--- src/sv/tsam_pkg.sv ---
// Package: payload words, register codes and constants of the touch averaging and mapping block.
package tsam_pkg;

  // Samples averaged per axis
  localparam int unsigned SamplesPerAxisDef = 6;

  // Largest raw ADC code, also the base of axis reversal
  localparam logic [11:0] RAW_MAX = 12'd4095;

  // Register file geometry
  localparam int unsigned CfgIdxW  = 3;
  localparam int unsigned CfgDataW = 16;

  // Register reset values
  localparam logic signed [13:0] X_OFFSET_RST = 14'sd0;
  localparam logic signed [13:0] Y_OFFSET_RST = 14'sd0;
  localparam logic signed [15:0] X_SCALE_RST  = 16'sd1024;
  localparam logic signed [15:0] Y_SCALE_RST  = 16'sd1024;
  localparam logic [12:0]        WIDTH_RST    = 13'd240;
  localparam logic [12:0]        HEIGHT_RST   = 13'd320;
  localparam logic [3:0]         ORIENT_RST   = 4'd0;

  // Largest usable screen size
  localparam logic [12:0] SIZE_MAX = 13'd4096;

  // Orientation flag bit positions
  localparam int unsigned OrSwap   = 0;
  localparam int unsigned OrRevX   = 1;
  localparam int unsigned OrRevY   = 2;
  localparam int unsigned OrMirror = 3;

  typedef enum logic [CfgIdxW-1:0] {
    CFG_X_OFFSET = 3'd0,
    CFG_Y_OFFSET = 3'd1,
    CFG_X_SCALE  = 3'd2,
    CFG_Y_SCALE  = 3'd3,
    CFG_WIDTH    = 3'd4,
    CFG_HEIGHT   = 3'd5,
    CFG_ORIENT   = 3'd6
  } cfg_reg_e;

  typedef struct packed {
    logic        pen_down;
    logic [11:0] adc_sample;
  } in_word_t;

  typedef struct packed {
    logic        touched;
    logic [11:0] pixel_x;
    logic [11:0] pixel_y;
  } out_word_t;

endpackage

--- src/sv/touch_sample_average_and_map_top.sv ---
// Top level: touch sample averaging, orientation and linear screen mapping.
// Result path: a pen-up word or the last Y sample of a frame gives its result word,
//   registered in stages 1, 2, 3 and the output stage; other sample words give no result.
// Throughput: one word per cycle through four registered stages (sums, averages,
//   scaled products, output word); a stalled output backs the stages up to the input.
// Reset (async, low): counts, sums, valids cleared; offset 0, gain 1024, 240 x 320, no flags.
module touch_sample_average_and_map_top #(
  parameter int unsigned SAMPLES_PER_AXIS = tsam_pkg::SamplesPerAxisDef
) (
  input  logic                            clk_i,
  input  logic                            rst_ni,
  // sample stream
  input  logic                            in_valid_i,
  output logic                            in_ready_o,
  input  tsam_pkg::in_word_t              in_data_i,
  // result stream
  output logic                            out_valid_o,
  input  logic                            out_ready_i,
  output tsam_pkg::out_word_t             out_data_o,
  // register writes
  input  logic                            cfg_valid_i,
  output logic                            cfg_ready_o,
  input  logic [tsam_pkg::CfgIdxW-1:0]    cfg_index_i,
  input  logic [tsam_pkg::CfgDataW-1:0]   cfg_data_i
);
  import tsam_pkg::*;

  // Widths that follow from the frame length
  localparam int unsigned N     = SAMPLES_PER_AXIS;
  localparam int unsigned SumW  = 12 + $clog2(N);
  localparam int unsigned CntW  = (2 * N > 1) ? $clog2(2 * N) : 1;
  // Divide by N as multiply by a rounded-up reciprocal; exact for any SumW-bit sum
  localparam int unsigned RecSh = SumW + $clog2(N);
  localparam longint unsigned RecVal = ((64'd1 << RecSh) + N - 1) / N;
  localparam int unsigned RecW  = RecSh + 1;
  localparam int unsigned ProdW = SumW + RecW;
  localparam logic [RecW-1:0] RECIP   = RecW'(RecVal);
  localparam logic [CntW:0]   CNT_X   = (CntW+1)'(N);
  localparam logic [CntW:0]   CNT_ALL = (CntW+1)'(2 * N);

  // ---------------------------------------------------------------------------
  // Registers. Writes wait until no result word is in the stages or on the
  // output, so later stages read them directly.
  // ---------------------------------------------------------------------------
  logic signed [13:0] x_off_q, y_off_q;
  logic signed [15:0] x_scl_q, y_scl_q;
  logic [12:0]        width_q, height_q;
  logic [3:0]         orient_q;
  logic s1_v_q, s2_v_q, s3_v_q, out_v_q;

  assign cfg_ready_o = !(s1_v_q || s2_v_q || s3_v_q || out_v_q);

  always_ff @(posedge clk_i or negedge rst_ni) begin
    if (!rst_ni) begin
      x_off_q  <= X_OFFSET_RST;
      y_off_q  <= Y_OFFSET_RST;
      x_scl_q  <= X_SCALE_RST;
      y_scl_q  <= Y_SCALE_RST;
      width_q  <= WIDTH_RST;
      height_q <= HEIGHT_RST;
      orient_q <= ORIENT_RST;
    end else if (cfg_valid_i && cfg_ready_o) begin
      unique case (cfg_reg_e'(cfg_index_i))
        CFG_X_OFFSET: x_off_q  <= cfg_data_i[13:0];
        CFG_Y_OFFSET: y_off_q  <= cfg_data_i[13:0];
        CFG_X_SCALE:  x_scl_q  <= cfg_data_i;
        CFG_Y_SCALE:  y_scl_q  <= cfg_data_i;
        CFG_WIDTH:    width_q  <= cfg_data_i[12:0];
        CFG_HEIGHT:   height_q <= cfg_data_i[12:0];
        CFG_ORIENT:   orient_q <= cfg_data_i[3:0];
        default: ;  // unused index, write dropped
      endcase
    end
  end

  // ---------------------------------------------------------------------------
  // Pipeline flow: each stage loads when it is empty or its content moves on.
  // ---------------------------------------------------------------------------
  logic ld_out, s3_free, s2_free, s1_free;

  assign ld_out  = !out_v_q || out_ready_i;
  assign s3_free = !s3_v_q  || ld_out;
  assign s2_free = !s2_v_q  || s3_free;
  assign s1_free = !s1_v_q  || s2_free;

  assign in_ready_o = s1_free;

  logic in_acc;
  assign in_acc = in_valid_i && in_ready_o;

  // ---------------------------------------------------------------------------
  // Accumulator: X sum is kept whole, divided only once the frame completes.
  // ---------------------------------------------------------------------------
  logic [CntW-1:0] cnt_q, cnt_d;
  logic [SumW-1:0] sum_q, sum_d, xsum_q, xsum_d;
  logic [CntW:0]   cnt_inc;
  logic [SumW-1:0] sum_inc;
  logic            push;   // word heads into the result stages

  always_comb begin
    cnt_inc = {1'b0, cnt_q} + (CntW+1)'(1);
    sum_inc = sum_q + SumW'(in_data_i.adc_sample);
    cnt_d   = cnt_q;
    sum_d   = sum_q;
    xsum_d  = xsum_q;
    push    = 1'b0;
    if (in_acc) begin
      if (!in_data_i.pen_down) begin
        // pen released: restart the frame, report no touch
        cnt_d  = '0;
        sum_d  = '0;
        xsum_d = '0;
        push   = 1'b1;
      end else if (cnt_inc == CNT_X) begin
        // last X sample
        xsum_d = sum_inc;
        sum_d  = '0;
        cnt_d  = cnt_inc[CntW-1:0];
      end else if (cnt_inc == CNT_ALL) begin
        // last Y sample: frame complete
        cnt_d = '0;
        sum_d = '0;
        push  = 1'b1;
      end else begin
        cnt_d = cnt_inc[CntW-1:0];
        sum_d = sum_inc;
      end
    end
  end

  always_ff @(posedge clk_i or negedge rst_ni) begin
    if (!rst_ni) begin
      cnt_q  <= '0;
      sum_q  <= '0;
      xsum_q <= '0;
    end else begin
      cnt_q  <= cnt_d;
      sum_q  <= sum_d;
      xsum_q <= xsum_d;
    end
  end

  // ---------------------------------------------------------------------------
  // Stage 1: both axis sums of a finished frame, or a pen-up (no-touch) word.
  // ---------------------------------------------------------------------------
  logic            s1_touch_q;
  logic [SumW-1:0] s1_xsum_q, s1_ysum_q;

  always_ff @(posedge clk_i or negedge rst_ni) begin
    if (!rst_ni) begin
      s1_v_q <= 1'b0;
    end else if (s1_free) begin
      s1_v_q <= push;
    end
  end

  always_ff @(posedge clk_i) begin
    if (s1_free && push) begin
      s1_touch_q <= in_data_i.pen_down;
      s1_xsum_q  <= xsum_q;
      s1_ysum_q  <= sum_inc;
    end
  end

  // ---------------------------------------------------------------------------
  // Stage 2: averages, by reciprocal multiply (floor of sum / N).
  // ---------------------------------------------------------------------------
  logic [ProdW-1:0] xq_prod, yq_prod;
  logic             s2_touch_q;
  logic [11:0]      s2_rx_q, s2_ry_q;

  assign xq_prod = ProdW'(s1_xsum_q) * ProdW'(RECIP);
  assign yq_prod = ProdW'(s1_ysum_q) * ProdW'(RECIP);

  always_ff @(posedge clk_i or negedge rst_ni) begin
    if (!rst_ni) begin
      s2_v_q <= 1'b0;
    end else if (s2_free) begin
      s2_v_q <= s1_v_q;
    end
  end

  always_ff @(posedge clk_i) begin
    if (s2_free && s1_v_q) begin
      s2_touch_q <= s1_touch_q;
      s2_rx_q    <= xq_prod[RecSh +: 12];
      s2_ry_q    <= yq_prod[RecSh +: 12];
    end
  end

  // ---------------------------------------------------------------------------
  // Stage 3: swap, reverse, offset and gain.
  // ---------------------------------------------------------------------------
  logic [11:0]        ax, ay;
  logic signed [14:0] dx, dy;
  logic signed [30:0] px, py;
  logic               s3_touch_q;
  logic signed [30:0] s3_px_q, s3_py_q;

  always_comb begin
    ax = orient_q[OrSwap] ? s2_ry_q : s2_rx_q;
    ay = orient_q[OrSwap] ? s2_rx_q : s2_ry_q;
    if (orient_q[OrRevX]) ax = RAW_MAX - ax;
    if (orient_q[OrRevY]) ay = RAW_MAX - ay;
    dx = $signed({3'b000, ax}) - $signed({x_off_q[13], x_off_q});
    dy = $signed({3'b000, ay}) - $signed({y_off_q[13], y_off_q});
    px = 31'(dx) * 31'(x_scl_q);
    py = 31'(dy) * 31'(y_scl_q);
  end

  always_ff @(posedge clk_i or negedge rst_ni) begin
    if (!rst_ni) begin
      s3_v_q <= 1'b0;
    end else if (s3_free) begin
      s3_v_q <= s2_v_q;
    end
  end

  always_ff @(posedge clk_i) begin
    if (s3_free && s2_v_q) begin
      s3_touch_q <= s2_touch_q;
      s3_px_q    <= px;
      s3_py_q    <= py;
    end
  end

  // ---------------------------------------------------------------------------
  // Output stage: floor shift by 10, optional mirror, clamp to the screen.
  // ---------------------------------------------------------------------------
  logic [12:0]        w_eff, h_eff;
  logic signed [20:0] vx, vy;
  logic signed [22:0] mx, wide_w, wide_h;
  logic [11:0]        cx, cy;
  out_word_t          out_q, out_d;

  always_comb begin
    // zero size acts as one pixel, anything above 4096 as 4096
    if (width_q == '0)          w_eff = 13'd1;
    else if (width_q > SIZE_MAX) w_eff = SIZE_MAX;
    else                         w_eff = width_q;
    if (height_q == '0)           h_eff = 13'd1;
    else if (height_q > SIZE_MAX) h_eff = SIZE_MAX;
    else                          h_eff = height_q;

    vx     = s3_px_q[30:10];
    vy     = s3_py_q[30:10];
    wide_w = $signed({10'b0, w_eff});
    wide_h = $signed({10'b0, h_eff});
    mx     = orient_q[OrMirror] ? (wide_w - 23'sd1 - 23'(vx)) : 23'(vx);

    if (mx < 0)            cx = '0;
    else if (mx >= wide_w) cx = 12'(w_eff - 13'd1);
    else                   cx = mx[11:0];

    if (vy < 0)                 cy = '0;
    else if (23'(vy) >= wide_h) cy = 12'(h_eff - 13'd1);
    else                        cy = vy[11:0];

    out_d.touched = s3_touch_q;
    out_d.pixel_x = s3_touch_q ? cx : '0;
    out_d.pixel_y = s3_touch_q ? cy : '0;
  end

  always_ff @(posedge clk_i or negedge rst_ni) begin
    if (!rst_ni) begin
      out_v_q <= 1'b0;
    end else if (ld_out) begin
      out_v_q <= s3_v_q;
    end
  end

  always_ff @(posedge clk_i) begin
    if (ld_out && s3_v_q) begin
      out_q <= out_d;
    end
  end

  assign out_valid_o = out_v_q;
  assign out_data_o  = out_q;

`ifndef ASSERT_OFF
  // frame counter stays inside one X+Y frame
  a_cnt_range: assert property (@(posedge clk_i) disable iff (!rst_ni)
    {1'b0, cnt_q} < CNT_ALL)
    else $error("sample count left the frame");

  // a pen-up word always lands in stage 1
  a_penup_push: assert property (@(posedge clk_i) disable iff (!rst_ni)
    (in_acc && !in_data_i.pen_down) |=> s1_v_q)
    else $error("pen-up word lost");

  // no-touch words carry zero coordinates
  a_notouch_zero: assert property (@(posedge clk_i) disable iff (!rst_ni)
    (out_v_q && !out_q.touched) |-> (out_q.pixel_x == '0 && out_q.pixel_y == '0))
    else $error("no-touch word with coordinates");

  // touch coordinates stay on the screen
  a_on_screen: assert property (@(posedge clk_i) disable iff (!rst_ni)
    (out_v_q && out_q.touched) |->
      ({1'b0, out_q.pixel_x} < w_eff && {1'b0, out_q.pixel_y} < h_eff))
    else $error("coordinate off screen");
`endif

endmodule
--- config.mk ---
export PLATFORM = sky130hd
export DESIGN_NAME = touch_sample_average_and_map_top
export DESIGN_NICKNAME = d
export VERILOG_FILES = /design/src/sv/tsam_pkg.sv /design/src/sv/touch_sample_average_and_map_top.sv
export SDC_FILE = /design/constraint.sdc
export NUM_CORES = 2
export LEC_CHECK = 0
export BUFFER_PORTS_ARGS = -buffer_cell sky130_fd_sc_hd__buf_2
export CORE_MARGIN = 10
export CORE_UTILIZATION = 36
export DETAILED_ROUTE_END_ITERATION = 12
export PLACE_DENSITY = 0.61
export SYNTH_ARGS = -nofsm -noshare
export SYNTH_HDL_FRONTEND = slang
export SYNTH_SLANG_ARGS = --single-unit
--- constraint.sdc ---
create_clock -name clk_i -period 12.56 [get_ports clk_i]
set_input_delay 1.884 -clock clk_i [delete_from_list [all_inputs] [get_ports clk_i]]
set_output_delay 1.884 -clock clk_i [all_outputs]
set_load 0.01 [all_outputs]
---- Word-level counts from Yosys, hierarchy flattened ----
Cells that the tools add are included.
word-level totals
  flip-flop bits (word level) ............. 272
  input bits .............................. 37
  output and inout bits ................... 28
  word-level logic and storage cells ...... 110
cells by class
  $add $sub $neg .......................... 10
  $mul .................................... 4
  magnitude comparators ................... 6
  eq/ne operators ......................... 9
  mux-type cells .......................... 23
  bitwise logic cells ..................... 1
  reduce and logical (&&, ||, !) cells .... 31
operator list
  cell                                                 count
  2-to-1 mux 15 bit                                    5
  2-to-1 mux 12 bit                                    6
  multiplier 15 x 16 -> 31 bit                         2
  multiplier 15 x 16 -> 30 bit, second input constant  2
  2-to-1 mux 13 bit                                    4
  subtractor 13 x 14 -> 15 bit                         2
  > comparator 13 bit, second input constant           2
  zero test 13 bit                                     2
  subtractor 12 x 1 -> 12 bit, second input constant   2
  subtractor 12 bit, first input constant              2
  greater-or-equal comparator 23 x 14 -> 1 bit         1
  < comparator 23 x 1 -> 1 bit, second input constant  1
  2-to-1 mux 23 bit                                    1
  subtractor 14 x 21 -> 22 bit                         1
  greater-or-equal comparator 21 x 14 -> 1 bit         1
  < comparator 21 x 1 -> 1 bit, second input constant  1
  AND reduction 2 bit                                  8
  adder 15 x 12 -> 15 bit                              1
  subtractor 13 x 1 -> 14 bit, second input constant   1
  2-to-1 mux 4 bit                                     3
  equality test 3 bit, second input constant           3
  logical OR 1 bit                                     7
  equality test 3 x 2 -> 1 bit, second input constant  2
  logical AND 1 bit                                    6
  other kinds (10)                                     18

---- Longest topological paths before layout ----
  word-level depth ........................ 8
  mapped depth ............................ 36

---- Worst setup path after synthesis ----
No wires, ideal clock.
  path type ............................... reg2reg
  start point ............................. reg orient_q[0]
  end point ............................... reg s3_px_q[29] (data pin)
  data arrival time ....................... 8481 ps
  path slack .............................. 3821 ps
  stages on the path, launching flop included .. 35
  buffers on the path ..................... 3
  cell sequence ........................... dfrtp_1 clkbuf_1 clkbuf_1 mux2i_1 xnor2_1 ha_1 nor2b_1 o21ai_0 a21boi_0 o21ai_0 a21boi_0 or2_2 xor2_1 clkbuf_1 nand2_1 fa_1 inv_1 fa_1 inv_1 fa_1 inv_1 fa_1 fa_1 inv_1 fa_1 inv_1 ha_1 o21ai_0 nand2b_1 a211o_1 a41o_1 a31oi_1 o21ai_0 o41a_1 xor2_1
between the ends
  longest elaborated chain between the ends .. 5
ends and longest elaborated chain
  what                            RTL line                                 source
  start: declaration              touch_sample_average_and_map_top.sv:48   logic [3:0] orient_q;
  start signal: assignment        touch_sample_average_and_map_top.sv:70   CFG_ORIENT: orient_q <= cfg_data_i[3:0];
  2-to-1 mux 12 bit *             touch_sample_average_and_map_top.sv:201  ax = orient_q[OrSwap] ? s2_ry_q : s2_rx_q;
  subtractor 12 bit               touch_sample_average_and_map_top.sv:203  if (orient_q[OrRevX]) ax = RAW_MAX - ax;
  2-to-1 mux 12 bit *             touch_sample_average_and_map_top.sv:203
  subtractor 13 x 14 -> 15 bit *  touch_sample_average_and_map_top.sv:205  dx = $signed({3'b000, ax}) - $signed({x_off_q[13], x_off_q});
  multiplier 15 x 16 -> 31 bit *  touch_sample_average_and_map_top.sv:207  px = 31'(dx) * 31'(x_scl_q);
  named net px[29]                touch_sample_average_and_map_top.sv:196  logic signed [30:0] px, py;
  end signal: assignment          touch_sample_average_and_map_top.sv:222  s3_px_q <= px;
  end: declaration                touch_sample_average_and_map_top.sv:198  logic signed [30:0] s3_px_q, s3_py_q;
The timed path passes the listed nets; every way through them passes the cells marked *.
A chain may end at the register's enable or synchronous reset.

---- Worst setup path after layout ----
  start point ............................. reg orient_q[0]
  end point ............................... reg s3_py_q[30] (data pin)
between the ends
  longest elaborated chain between the ends .. 5
ends and longest elaborated chain
  what                            RTL line                                 source
  2-to-1 mux 12 bit *             touch_sample_average_and_map_top.sv:202  ay = orient_q[OrSwap] ? s2_rx_q : s2_ry_q;
  subtractor 12 bit               touch_sample_average_and_map_top.sv:204  if (orient_q[OrRevY]) ay = RAW_MAX - ay;
  2-to-1 mux 12 bit *             touch_sample_average_and_map_top.sv:204
  subtractor 13 x 14 -> 15 bit *  touch_sample_average_and_map_top.sv:206  dy = $signed({3'b000, ay}) - $signed({y_off_q[13], y_off_q});
  multiplier 15 x 16 -> 31 bit *  touch_sample_average_and_map_top.sv:208  py = 31'(dy) * 31'(y_scl_q);
  named net py[30]                touch_sample_average_and_map_top.sv:196
  end signal: assignment          touch_sample_average_and_map_top.sv:223  s3_py_q <= py;
  end: declaration                touch_sample_average_and_map_top.sv:198
Marks and branches as above.

==> impl_results.md <==
- H-tree depth: 1
- Routed Wire Length: 86200 microns
- # fillers: 10354
- Crit path required time: 12900 ps
- Final ANT Viol Nets: 0
- Sequential area share after synthesis: 0.183
- First-pass GRT wire length: 143000 microns
- DP Area: 39800 sq um
- Vias in the first global route: 27167
- Hold Fails Final Rpt: 0
- Dominant synthesized flop cell: edfxtp_1
- Worst Hold Class: register to register
- DRC viols: 0
- RePlAce Congestion: 0.856
- Post_cts resized: 0
- Synth Register Bits: 252
- Reg2Reg Depth: 33
- Max stage delay on crit path: 1120 ps
- Final min period: 9900 ps
- Slowest cell on the critical path: dfrtp_1
- GRT overflow: 0
- Final Slew Violations: 0
- Via-per-instance ratio: 4.97
- Setup bufs post-CTS: 0
- All-Layer GR Usage: 0.148
- Final Core Density: 0.392
- Die X: 344 microns
- Arr. time, crit path: 10240 ps
- Initial antenna violation count: 5
- Worst skew pair latency: 600 ps
- Final-report setup violation count: 0
- Hold Slack: 419 ps
- Startpoint types: register
- Worst Max-Slew Pin Slew: 1200 ps
- Crit-path most repeated cell: fa_1
- Fin crit share: 0.788
- Largest net degree at the start of global routing: 78
- Distinct cells, synth: 80
- Boundary pin count: 65
- Main combinational cell family by area after synthesis: adder cells
- Hold_buf cts: 0
- Synth Area in XOR/XNOR: 0.0357
- EDFF count, synth: 124
- Hold Path Depth: 0
- Status: finished, final reports clean
- Die height: 344 microns
- Crit path kind: register to register
- Achievable frequency: 0.101 GHz
- Core Region: 104000 sq um
- Ys async rst share: 0.508
- Routed length per instance: 16.5 microns
- CTS clk-pin slew, worst paths: 70 ps
- Initial DRC count: 1342
- Design area: 40700 sq um
- Max FO, Critical Path: 25
- CTS Buf Count: 28
- Via count: 25899
- Synthesized area: 37800 sq um
- Area delta synth->final: 7.66%
- Synth warnings: 0
- CTS tree: done
- Area of the multi-input gates: 27500 sq um
- Share of post-route cells with drive strength above 1: 0.0756
- Syn Area/Cell: 9.98 sq um
- Simple-gate share of the synthesized area: 0.119
- First drt pass iteration count: 5
- Reg area: 6940 sq um
- Port Buffers: 64
- Number of clock sinks: 252
- Row cnt: 118
- Root Driver: clkbuf_16
- Fin nets: 4896
- Die area: 118000 sq um
- Max-cap check violation count: 0
- Commonest non-fill, non-tap cell in the layout: inv_1
- Post-Synth Adder-Cell Area: 0.464
- Worst-case clock buffer depth: 3
- Crit. End Element: register
- RSZ-0062 raised after global routing: false
- Starting density of the core: 0.364
- Post-route setup TNS: 0 ps
- Max-slew headroom: 0.196
- Skew final: 48.6 ps
- Multiplexer share of the synthesized area: 0.0363
- Commonest non-fill, non-tap cells in the layout: inv_1, fa_1, ha_1, nand2_1, nor2_1
- Dpl hpwl: 69800 microns
- Post-synthesis compound-gate area fraction: 0.0694
- Post-Synthesis Cells: 3792
final timing paths:
| kind | start | to | slack [ps] |
|---|---|---|---|
| min in group asynchronous | rst_ni | sum_q[5] | 1350 |
| max in group asynchronous | rst_ni | width_q[12] | 9970 |
| max | orient_q[0] | s3_py_q[30] | 2660 |
| max reg2reg | orient_q[0] | s3_py_q[30] | 2660 |
| min | s2_touch_q | s3_touch_q | 420 |
| min reg2reg | s2_touch_q | s3_touch_q | 420 |
Yosys cell counts (15+ instances only):
cell type,n,area (sq um)
inv_1,806,3030
fa_1,596,11900
ha_1,450,5630
nand2_1,330,1240
nor2_1,143,537
edfxtp_1,124,3720
dfrtp_1,120,3000
xnor2_1,112,981
clkbuf_1,97,364
mux2_2,90,1010
o21ai_0,76,380
a21oi_1,75,375
and2_1,66,413
nor2b_1,66,413
nand2b_1,64,400
nand3_1,62,310
xor2_1,42,368
nor3_1,40,200
mux2i_1,36,360
a211oi_1,33,248
a21o_1,30,225
nor3b_1,28,210
a22o_1,27,236
and3_1,23,144
o21a_1,23,173
or2_2,17,106
a21boi_0,16,120
a31oi_1,15,93.8
registers in the layout, indices dropped and copies added (netlist names), 4 cells and up:
signal	flops
cnt_q	4
height_q	13
orient_q	4
out_data_o	25
s1_xsum_q	15
s1_ysum_q	15
s2_rx_q	12
s2_ry_q	12
s3_px_q	21
s3_py_q	21
sum_q	15
width_q	13
x_off_q	14
x_scl_q	16
xsum_q	15
y_off_q	14
y_scl_q	16
logic make-up after synthesis:
group                      after synthesis
adders and majority gates             1046
xor gates and xnor gates               154
AOI/OAI and AO/OA                      385
other                                    1
DFF                                    252
and+or+nand+nor                        911
muxes                                  126
buffers and inverters                  917
critical path, delay by kind of cell (launching register included):
kind	cells	cell delay, ps
mux	1	310
compound gates	13	2990
buf+inv	4	200
simple gates	4	1140
xor+xnor	2	280
fa+ha+maj	9	3600
flops	1	1120
layout make-up:
type | count | area share
timing repair buffer | 93 | 0.0134
tap | 1380 | 0.0424
clock inverter | 19 | 0.00436
sequential | 252 | 0.170
clock buffer | 33 | 0.0192
antenna | 1 | 0.0000614
inverter | 808 | 0.0745
multi-input combinational | 2630 | 0.676
through the flow:
step	std cells	setup slack, ps
global placement	5163	2790
global route	5215	2120
floorplan	3799	3820
detailed placement	5163	2710
CTS	5215	2720
finish	5216	2660
routing by layer:
layer	routed length [microns]	vias to the layer above	track usage	share of wire
met5	24	-	0	0.00028
met4	2000	4	0.0327	0.023
met3	5010	115	0.0249	0.058
met2	40300	562	0.246	0.47
met1	38900	13051	0.201	0.45
li1	-	12167	-	-
Power is left out: the tool's default activity adds up to more than one toggle a clock period on the data nets, which glitch-free logic cannot reach.
